--- config.mk ---
export PLATFORM = sky130hd
export DESIGN_NAME = fbt_mod_unit
export DESIGN_NICKNAME = d
export VERILOG_FILES = /design/src/rtl/fbt_pkg.sv /design/src/rtl/fbt_mod_unit.sv
export SDC_FILE = /design/constraint.sdc
export NUM_CORES = 1
export LEC_CHECK = 0
export CORE_MARGIN = 10
export CORE_UTILIZATION = 52
export CTS_CLUSTER_DIAMETER = 120
export DETAILED_ROUTE_END_ITERATION = 8
export DONT_BUFFER_PORTS = 1
export PLACE_DENSITY_LB_ADDON = 0.1
export SKIP_LAST_GASP = 1
export SLEW_MARGIN = 5
export SYNTH_ARGS = -nofsm -noshare
export SYNTH_HDL_FRONTEND = slang
export SYNTH_SLANG_ARGS = --single-unit
export TNS_END_PERCENT = 10
--- constraint.sdc ---
create_clock -name clk_i -period 0.9 [get_ports clk_i]
set_input_delay 0.18 -clock clk_i [delete_from_list [all_inputs] [get_ports clk_i]]
set_output_delay 0.18 -clock clk_i [all_outputs]
set_load 0.02 [all_outputs]
--- src/rtl/fbt_pkg.sv ---
// ----------------------------------------------------------------------------
// fbt_pkg
// Shared constants, codes and defaults of the FNV-1a hashed bucket table.
// ----------------------------------------------------------------------------
package fbt_pkg;

  localparam int unsigned NUM_BUCKETS_DEF      = 128;
  localparam int unsigned SLOTS_PER_BUCKET_DEF = 8;
  localparam int unsigned VALUE_BITS_DEF       = 32;

  localparam int unsigned HASH_W      = 32;
  localparam int unsigned KIND_W      = 2;
  localparam int unsigned BYTE_W      = 8;
  localparam int unsigned STATUS_W    = 2;
  localparam int unsigned IN_VALUE_W  = 32;
  localparam int unsigned OUT_VALUE_W = 32;

  localparam logic [HASH_W-1:0] FNV_BASIS = 32'd2166136261;
  localparam logic [HASH_W-1:0] FNV_PRIME = 32'd16777619;

  typedef enum logic [KIND_W-1:0] {
    KIND_INSERT = 2'd0,
    KIND_FIND   = 2'd1,
    KIND_REMOVE = 2'd2
  } kind_e;

  typedef enum logic [STATUS_W-1:0] {
    STAT_OK   = 2'd0,
    STAT_MISS = 2'd1,
    STAT_FULL = 2'd2,
    STAT_ZERO = 2'd3
  } status_e;

  typedef enum logic [2:0] {
    ST_CLEAR,
    ST_IDLE,
    ST_MOD,
    ST_SCAN,
    ST_FINISH
  } state_e;

endpackage

--- src/rtl/fbt_mod_unit.sv ---
// ----------------------------------------------------------------------------
// fbt_mod_unit
// Remainder of a hash by a constant divisor: reciprocal multiply, back
// multiply and one correcting subtract, one step a cycle.
// ----------------------------------------------------------------------------
module fbt_mod_unit import fbt_pkg::*; #(
  parameter int unsigned DIVISOR = NUM_BUCKETS_DEF
) (
  input  logic                                          clk_i,
  input  logic                                          rst_ni,
  input  logic                                          start_i,
  input  logic [HASH_W-1:0]                             dividend_i,
  output logic                                          done_o,
  output logic [((DIVISOR > 1) ? $clog2(DIVISOR) : 1)-1:0] rem_o
);

  localparam int unsigned REM_W  = (DIVISOR > 1) ? $clog2(DIVISOR) : 1;
  localparam int unsigned CALC_W = REM_W + 1;
  localparam int unsigned PROD_W = 2 * HASH_W;
  // floor(2^32 / DIVISOR); the quotient estimate is at most one short
  localparam logic [PROD_W-1:0] RECIP = PROD_W'((64'd1 << HASH_W) / 64'(DIVISOR));
  localparam logic [HASH_W-1:0] DIV_H = HASH_W'(DIVISOR);
  localparam logic [CALC_W-1:0] DIV_C = CALC_W'(DIVISOR);

  logic              s1_q, s2_q, s3_q, done_q;
  logic [HASH_W-1:0] dvd_q, dvd_d;
  logic [HASH_W-1:0] quo_q, quo_d;
  logic [CALC_W-1:0] est_q, est_d;
  logic [REM_W-1:0]  rem_q, rem_d;
  logic [PROD_W-1:0] prod;
  logic [HASH_W-1:0] diff;

  assign prod = PROD_W'(dvd_q) * RECIP;
  assign diff = dvd_q - (quo_q * DIV_H);

  always_comb begin
    dvd_d = dvd_q;
    quo_d = quo_q;
    est_d = est_q;
    rem_d = rem_q;
    if (start_i) begin
      dvd_d = dividend_i;
    end
    if (s1_q) begin
      quo_d = prod[PROD_W-1:HASH_W];
    end
    if (s2_q) begin
      est_d = diff[CALC_W-1:0];
    end
    if (s3_q) begin
      rem_d = (est_q >= DIV_C) ? REM_W'(est_q - DIV_C) : est_q[REM_W-1:0];
    end
  end

  always_ff @(posedge clk_i or negedge rst_ni) begin
    if (!rst_ni) begin
      s1_q   <= 1'b0;
      s2_q   <= 1'b0;
      s3_q   <= 1'b0;
      done_q <= 1'b0;
    end else begin
      s1_q   <= start_i;
      s2_q   <= s1_q;
      s3_q   <= s2_q;
      done_q <= s3_q;
    end
  end

  always_ff @(posedge clk_i) begin
    dvd_q <= dvd_d;
    quo_q <= quo_d;
    est_q <= est_d;
    rem_q <= rem_d;
  end

  assign done_o = done_q;
  assign rem_o  = rem_q;

endmodule

Word-level counts from Yosys, hierarchy flattened
Index checks and enable logic that the tools add are counted.
Storage, ports and cells
  logic and storage cells: 12
  bits in registers: 28
  output and inout bits: 8
Cells by class
  magnitude comparators: 1
  multiplexer cells: 1
  $add $sub $neg: 2
Operators by type and width (number)
  greater-or-equal comparator 8 bit, second input constant: 1
  subtractor 8 bit: 1
  two-way mux 7 bit: 1
  subtractor 7 x 1 -> 7 bit, second input constant: 1

Depth between registers and ports, before layout
Gate-level depths: netlist of run 1.
  depth after elaboration: 2
  mapped depth: 0

Least setup slack after synthesis of run 1
OpenSTA, ideal clock, no wires.
  path kind: reg2reg
  start: reg s2_q
  end: reg est_q[0], enable pin
  stages on the path, launching flop included: 1
  library setup time: 0.324 ns
  arrival time: 0.443 ns
  path slack: 0.133 ns
  period minus slack after synthesis: 0.767 ns
  path through: dfrtp_1
RTL lines
  start: declaration: RTL line fbt_mod_unit.sv:25  | logic s1_q, s2_q, s3_q, done_q;
  start signal: assignment: RTL line fbt_mod_unit.sv:63  | s2_q <= s1_q;
  end signal: assignment: RTL line fbt_mod_unit.sv:72  | est_q <= est_d;
  end: declaration: RTL line fbt_mod_unit.sv:28  | logic [CALC_W-1:0] est_q, est_d;
No word-level cell between the ends.

Worst setup path in the final report of run 1
  start: reg rem_q[4], in the netlist rem_o[4]
  end: out rem_o[4] (netlist bit)
RTL lines
  start: declaration: RTL line fbt_mod_unit.sv:29  | logic [REM_W-1:0] rem_q, rem_d;
  start signal: assignment: RTL line fbt_mod_unit.sv:73  | rem_q <= rem_d;
  end: declaration: RTL line fbt_mod_unit.sv:14  | output logic [((DIVISOR > 1) ? $clog2(DIVISOR) : 1)-1:0] rem_o
No word-level cell between the ends.

==> results of run 1 <==
==> repair_timing <==
| item | CTS | global route |
|---|---|---|
| hold buffers | 9 | 0 |
| endpoints found under the setup margin | 8 | 15 |
| endpoints found under the hold margin | 19 | 0 |
| gates resized for setup | 0 | 0 |
==> report_power, final <==
part,internal [µW],switching [µW],total [µW],leakage (µW)
logic,26.0,12.7,38.7,0.0000376
clock network,166,290,456,0.0000177
registers,1340,57.5,1400,0.000252
==> layout make-up <==
cell class / instances / area, µm² / share of cell area, %
Sequential cell: 25 / 731 / 84.3
Clock buffer: 3 / 22.5 / 2.60
Tap cell: 15 / 18.8 / 2.16
Timing Repair Buffer: 9 / 90.1 / 10.4
Clock inverter: 1 / 5.00 / 0.577
==> final timing paths <==
check / slack (ps) / to / start / depth (start not counted)
worst min-delay path: 130 / done_o$_DFF_PN0_ / rst_ni / 1
min in group clk_i: 370 / s2_q$_DFF_PN0_ / s1_q$_DFF_PN0_ / 0
worst max-delay path: -90 / rem_o[4] / rem_o[4]$_DFFE_PP_ / 0
max in group asynchronous: 590 / s3_q$_DFF_PN0_ / rst_ni / 1
worst max register to register: 70 / rem_o[4]$_DFFE_PP_ / s3_q$_DFF_PN0_ / 0
worst min register to register: 370 / s2_q$_DFF_PN0_ / s1_q$_DFF_PN0_ / 0
==> sequential cells by signal (all words and copies together), names as in the netlist <==
name and cells:
dvd_q 7, s2_q 1, s3_q 1, est_q 7
done_o 1, rem_o 7, s1_q 1
==> layer usage <==
layer	vias to the layer above	track usage, %
met5	-	0
met4	0	7.05
met3	4	4.42
met2	19	7.82
met1	126	4.46
li1	122	-
==> stage by stage <==
stage	setup WS [ps]	cell area (µm²)
2_1_floorplan	133	731
3_3_place_gp	108	749
3_5_place_dp	76.2	749
4_1_cts	-114	867
5_1_grt	-129	867
6_report	-92.5	867
==> synthesized netlist by cell type <==
cell type and n:
dfrtp_1 4, edfxtp_1 21
==> kinds of logic (layout without fill, tap and decap cells) <==
kind of cell	after synthesis	after routing	share of synthesized area (%)
buffers and inverters	0	13	0
flip-flops	25	25	100
==> results.toml, run 1 <==
[timing]
layout_setup_ws_ps = -92.5
period_minus_slack_ps = 993
final.setup.tns_ps = -665
skew_ps = 3.43
slew_headroom_pct = 80.0
grt_setup_unrepaired = "yes"
fmax_mhz = 1010
setup_violations = 8
tightest_slew_ps = 299
holdWs_ps = 132
slew_viol_final = 0
hold_viol_final = 0
fin_crit_sh_pct = 110

[cts]
cts_buffers = 3
clkSinkCount = 25
post_cts_buffers = 0
h-tree-depth = 1
clk_path_buf_depth = 2
cts_tree = "yes"
cts-root-buf = "clkbuf_4"
path_clk_slew_ps = 120
insertion_delay_ps = 310

[detailed_routing]
first_iter_violations = 1
top_layer = "met4"
dr.pass1.iters = 3
wire_per_inst_um = 15.8
viasPerCell = 5.11
wl_met2_um = 371
finalWirelength_um = 839
vias = 271
wl_met1_um = 281
dr_wl_met3_um = 149
drc = 0
ant_nets = 0

[die]
io_pins = 43
core_um2 = 1320
die_area_um2 = 3300
start_util_pct = 55.5
rows = 13
die_x_um = 57.5
fp.dieH_um = 57.5

[critical_path]
crit_fanout = 1
start_kind = "register"
cp.arrival_ps = 810
worstPathRequired_ps = 720
critical_path_class = "reg -> out"
end_kind = "output pin"

[synth]
syn_nets = 60
synthCells = 25
yosysSeqAreaShare_pct = 100
ys_seq_elements = 25
synth_area_leader_cell = "edfxtp_1"
yosysUniqueCellTypes = 2
yosysWarnings = 0
synthTopCellsByArea = "edfxtp_1 (86%), dfrtp_1 (14%)"
syn-cell-area_um2 = 731
avgSynthCellArea_um2 = 29.2
yosysTopAreaCellShare_pct = 86.3

[place]
portBuffers = 0
gp_congestion = 0.638
place_inst = 40

[cells_and_area]
layout_commonest_cell = "edfxtp_1"
n_antenna_cell = 0
instances_no_fill = 53
nFillCells = 86
drive_gt1_share_pct = 10.5
fin_util_pct = 65.8
nets = 74
multi_input_gates = 0
area_delta_synth_final_pct = 18.7
final_cell_mix = "edfxtp_1 (21), dlygate4sd3_1 (9), dfrtp_1 (4), clkbuf_4 (3), clkinv_2 (1)"
multi_input_area_um2 = 0

[global_routing]
grt_pass1_wl_mm = 1.35
grt_max_degree = 15
grt_overflow = 0
antenna_found_initial = 0
grt_use_total_pct = 5.66
grt_pass1_vias = 287

[power]
leakagePower_uw = 0.000307
power.total_uw = 1900
power_density_nw_per_um2 = 2190
peakVddDrop_uv = 1130

[job]
drv_cap = 0

[worst_hold_path]
hold_path_class = "in -> async"

[outcome]
violations = "setup timing"
status = "complete, but fails checks"
(Power assumes the default switching activity.)
==> inputs of run 2 (changes only) <==
--- a/config.mk
+++ b/config.mk
@@ -6,7 +6,7 @@
 export NUM_CORES = 1
 export LEC_CHECK = 0
 export CORE_MARGIN = 10
-export CORE_UTILIZATION = 52
+export CORE_UTILIZATION = 50
 export CTS_CLUSTER_DIAMETER = 120
 export DETAILED_ROUTE_END_ITERATION = 8
 export DONT_BUFFER_PORTS = 1
==> constraint.sdc (replaced) <==
create_clock -name clk_i -period 0.91 [get_ports clk_i]
set_input_delay 0.182 -clock clk_i [delete_from_list [all_inputs] [get_ports clk_i]]
set_output_delay 0.182 -clock clk_i [all_outputs]
set_load 0.02 [all_outputs]
==> run 2 against run 1 <==
The flow still finishes with violations (setup timing). Setup slack improved by 18 ps. Routed wire length decreased by 0.83%. Clock skew decreased by 1.8 ps. Core utilization decreased by 0.90 points. Die area increased by 2.6%. Worst hold slack improved by 15 ps. Combinational power decreased by 1%. Register-to-register slack about the same. Largest cell class unchanged. Largest power group unchanged. Highest routed layer is now met3.
==> results.toml, run 2 (synthesis results as in run 1) <==
[detailed_routing]
drc = 0
finalWirelength_um = 832
wire_per_inst_um = 15.7
ant_nets = 0
dr.pass1.iters = 4
first_iter_violations = 4
viasPerCell = 4.83
vias = 256

[worst_hold_path]
hold_path_class = "in -> async"

[cells_and_area]
drive_gt1_share_pct = 7.89
instances_no_fill = 53
layout_commonest_cell = "edfxtp_1"
nets = 74
n_antenna_cell = 0
multi_input_area_um2 = 0
multi_input_gates = 0
area_delta_synth_final_pct = 18.5
final_cell_mix = "edfxtp_1 (21), dlygate4sd3_1 (9), dfrtp_1 (4), clkbuf_4 (3), clkbuf_1 (1)"

[critical_path]
worstPathRequired_ps = 730
start_kind = "register"
reg2reg_from = "s3_q$_DFF_PN0_"
end_kind = "output pin"
timing.rr.end = "rem_o[0]$_DFFE_PP_"
critical_path_class = "reg -> out"
cp.arrival_ps = 800
reg2reg_depth = 0
crit_fanout = 1
r2r_setup_slack_ps = 80

[job]
drv_cap = 0

[cts]
post_cts_buffers = 0
cts_tree = "yes"
cts-root-buf = "clkbuf_4"
insertion_delay_ps = 290
cts_buffers = 3
path_clk_slew_ps = 110
h-tree-depth = 1
clk_path_buf_depth = 2
clkSinkCount = 25
cts_resized = 0

[global_routing]
antenna_found_initial = 0
grt_max_degree = 14
grt_pass1_vias = 284
grt_pass1_wl_mm = 1.39
grt_overflow = 0
grt_use_total_pct = 5.69

[power]
p_int_uw = 1530
power_density_nw_per_um2 = 2150
leakagePower_uw = 0.000305
p_comb_share_pct = 2.1
clockPowerShare_pct = 23.4
switching_share_pct = 18.0
p_sw_uw = 336
power_frac_seq_pct = 74.5
peakVddDrop_uv = 1430

[timing]
setup_violations = 15
fmax_mhz = 1020
slew_headroom_pct = 79.4
skew_ps = 1.61
tightest_slew_ps = 307
period_minus_slack_ps = 984
fin_crit_sh_pct = 108
final.setup.tns_ps = -529
grt_setup_unrepaired = "yes"
layout_setup_ws_ps = -74.3
slew_viol_final = 0
hold_viol_final = 0

[place]
gp_congestion = 0.619
place_inst = 40
post-place-ws_ps = 84.5
portBuffers = 0

[outcome]
violations = "setup timing"
status = "complete, but fails checks"

[die]
fp.dieH_um = 58.2
die_x_um = 58.2
core_um2 = 1330
start_util_pct = 54.8
io_pins = 43
rows = 13
die_area_um2 = 3390
-- run 2: changes by cell type in the layout (fill, tap and decap cells not counted), sizes merged --
cell / previous run / this run
clkinv: 1 / 0
clkbuf: 3 / 4
-- run 2: layer usage --
layer	vias to the layer above	GRT usage, %	wire, µm
met2	17	8.90	410
met1	117	5.14	320
met4	0	4.03	0
met5	-	0	0
li1	122	-	-
met3	0	3.92	100
-- run 2: what timing repair did --
action | CTS | global route
endpoints found under the hold margin | 19 | 0
setup endpoints to repair | 8 | 15
hold buffers | 9 | 0
-- run 2: final cells by class --
type	count	area, µm²
fill	84	468
sequential	25	731
timing repair buffer	9	90.1
clock buffer	4	26.3
tap	15	18.8
-- run 2: power groups by stage --
stage,Combinational [µW],Sequential [µW],Clock [µW]
floorplan,0,1400,0
global placement,0,1410,0
detailed placement,0,1420,0
CTS,38.2,1390,457
global route,43.6,1400,506
finish,38.3,1390,436
-- run 2: how the worst max path moves through the flow --
| stage | end | cells after the start | slack [ps] | start |
|---|---|---|---|---|
| 2_1_floorplan | est_q[0]$_DFFE_PP_ | 0 | 140 | s2_q$_DFF_PN0_ |
| 3_3_place_gp | est_q[2]$_DFFE_PP_ | 0 | 120 | s2_q$_DFF_PN0_ |
| 3_5_place_dp | rem_o[2]$_DFFE_PP_ | 0 | 80 | s3_q$_DFF_PN0_ |
| 4_1_cts | rem_o[5] | 0 | -90 | rem_o[5]$_DFFE_PP_ |
| 5_1_grt | rem_o[3] | 0 | -120 | rem_o[3]$_DFFE_PP_ |
| 6_report | rem_o[5] | 0 | -70 | rem_o[5]$_DFFE_PP_ |
-- run 2: stage by stage --
step | utilization, % | area, µm² | total power, µW | hold slack (ps)
finish | 64.9 | 866 | 1860 | 147
global route | 64.9 | 866 | 1950 | 156
CTS | 64.9 | 866 | 1880 | 153
detailed placement | 56.2 | 749 | 1420 | -113
global placement | 56.2 | 749 | 1410 | -113
floorplan | - | 731 | 1400 | -114
==> inputs of run 3 (changes only) <==
--- a/config.mk
+++ b/config.mk
@@ -6,7 +6,8 @@
 export NUM_CORES = 1
 export LEC_CHECK = 0
 export CORE_MARGIN = 10
-export CORE_UTILIZATION = 50
+export CORE_UTILIZATION = 52
+export CTS_BUF_LIST = sky130_fd_sc_hd__clkbuf_8
 export CTS_CLUSTER_DIAMETER = 120
 export DETAILED_ROUTE_END_ITERATION = 8
 export DONT_BUFFER_PORTS = 1
==> run 3 against run 2 <==
The flow still finishes with violations (setup timing). First-iteration DRC count shrank 100%. Clock skew is essentially flat. Core utilization up 2.3 points. Worst hold slack got worse by 120 ps. Global-route usage decreased by 0.26 points. Clock power is 40% higher. Routed wire length grew 3.8%. Highest routed layer is now met4.
==> results.toml, run 3 (synthesis results as in run 1) <==
[outcome]
status = "complete, but fails checks"
violations = "setup timing"

[timing]
fmax_mhz = 1070
setup_violations = 7
skew_ps = 2.03
fin_crit_sh_pct = 103
holdWs_ps = 24.7
period_minus_slack_ps = 936
grt_setup_unrepaired = "yes"
tightest_slew_ps = 292
slew_headroom_pct = 80.6
layout_setup_ws_ps = -26.2
hold_viol_final = 0
slew_viol_final = 0

[detailed_routing]
viasPerCell = 5.23
wire_per_inst_um = 16.3
dr.pass1.iters = 1
vias = 277
first_iter_violations = 0
drc = 0
ant_nets = 0
finalWirelength_um = 864

[die]
die_x_um = 57.5
fp.dieH_um = 57.5
core_um2 = 1320
rows = 13
io_pins = 43
start_util_pct = 55.5
die_area_um2 = 3300

[cts]
post_cts_buffers = 0
cts_buffers = 3
h-tree-depth = 1
clk_path_buf_depth = 2
insertion_delay_ps = 260
cts_resized = 0
cts-root-buf = "clkbuf_8"
cts_tree = "yes"
clkSinkCount = 25
path_clk_slew_ps = 80

[cells_and_area]
area_delta_synth_final_pct = 21.2
nets = 74
nFillCells = 83
fin_util_pct = 67.2
multi_input_gates = 0
drive_gt1_share_pct = 10.5
n_antenna_cell = 0
multi_input_area_um2 = 0
final_cell_mix = "edfxtp_1 (21), dlygate4sd3_1 (9), dfrtp_1 (4), clkbuf_8 (3), clkinv_2 (1)"
regArea_um2 = 731
layout_commonest_cell = "edfxtp_1"

[power]
p_int_uw = 1660
switching_share_pct = 18.2
power_frac_seq_pct = 68.4
peakVddDrop_uv = 1320
p_sw_uw = 369
p_comb_share_pct = 1.6
leakagePower_uw = 0.000315
power_density_nw_per_um2 = 2290
clockPowerShare_pct = 30.0

[global_routing]
grt_pass1_wl_mm = 1.23
grt_max_degree = 15
grt_use_total_pct = 5.43
grt_overflow = 0
grt_pass1_vias = 272
antenna_found_initial = 0

[job]
drv_cap = 0

[place]
portBuffers = 0
gp_congestion = 0.638
post-place-ws_ps = 86.2

[critical_path]
start_kind = "register"
reg2reg_depth = 0
crit_fanout = 1
worstPathRequired_ps = 730
path_depth = 0
cp.arrival_ps = 750
critical_path_class = "reg -> out"
end_kind = "output pin"

[worst_hold_path]
hold_depth = 0
hold_path_class = "in -> reg"
[run 3: metal layers]
layer / vias to the layer above / global-route usage (%) / part of all wire [%]
li1: 121 / - / -
met1: 131 / 4.19 / 32
met2: 20 / 5.98 / 43
met3: 5 / 6.42 / 20
met4: 0 / 7.05 / 4.9
met5: - / 0 / 0
[run 3: path summary, 6_finish.rpt]
| path | to | slack (ps) | start |
|---|---|---|---|
| worst max-delay path | rem_o[4] | -30 | rem_o[4]$_DFFE_PP_ |
| worst max register to register | rem_o[4]$_DFFE_PP_ | 80 | s3_q$_DFF_PN0_ |
| worst min-delay path | dvd_q[0]$_DFFE_PP_ | 20 | start_i |
| min in group asynchronous | done_o$_DFF_PN0_ | 190 | rst_ni |
| worst min register to register | s2_q$_DFF_PN0_ | 360 | s1_q$_DFF_PN0_ |
| max in group asynchronous | s3_q$_DFF_PN0_ | 550 | rst_ni |
[run 3: repair_timing]
action                                  in CTS  in global routing
hold buffers                                 2                  7
endpoints found under the setup margin       7                  8
endpoints found under the hold margin        5                  7
[run 3: power by group through the flow]
| stage | Sequential (µW) | Clock (µW) | Combinational, µW |
|---|---|---|---|
| floorplan | 1400 | 0 | 0 |
| global placement | 1410 | 0 | 0 |
| detailed placement | 1420 | 0 | 0 |
| CTS | 1390 | 632 | 10.1 |
| global route | 1400 | 679 | 36.7 |
| finish | 1390 | 609 | 33.4 |
[run 3: layout make-up]
| type | count | share of cell area [%] |
|---|---|---|
| flip-flops and latches | 25 | 82.5 |
| repair buffers | 9 | 10.2 |
| clock buffers | 3 | 4.66 |
| well taps | 15 | 2.12 |
| clock inverters | 1 | 0.565 |
[run 3: per-stage QoR]
stage / instances / instance area (µm²) / total power, µW / setup TNS [ps]
global route: 53 / 886 / 2110 / -371
floorplan: 25 / 731 / 1400 / 0
CTS: 46 / 816 / 2030 / -230
global placement: 40 / 749 / 1410 / 0
detailed placement: 40 / 749 / 1420 / 0
finish: 53 / 886 / 2030 / -144
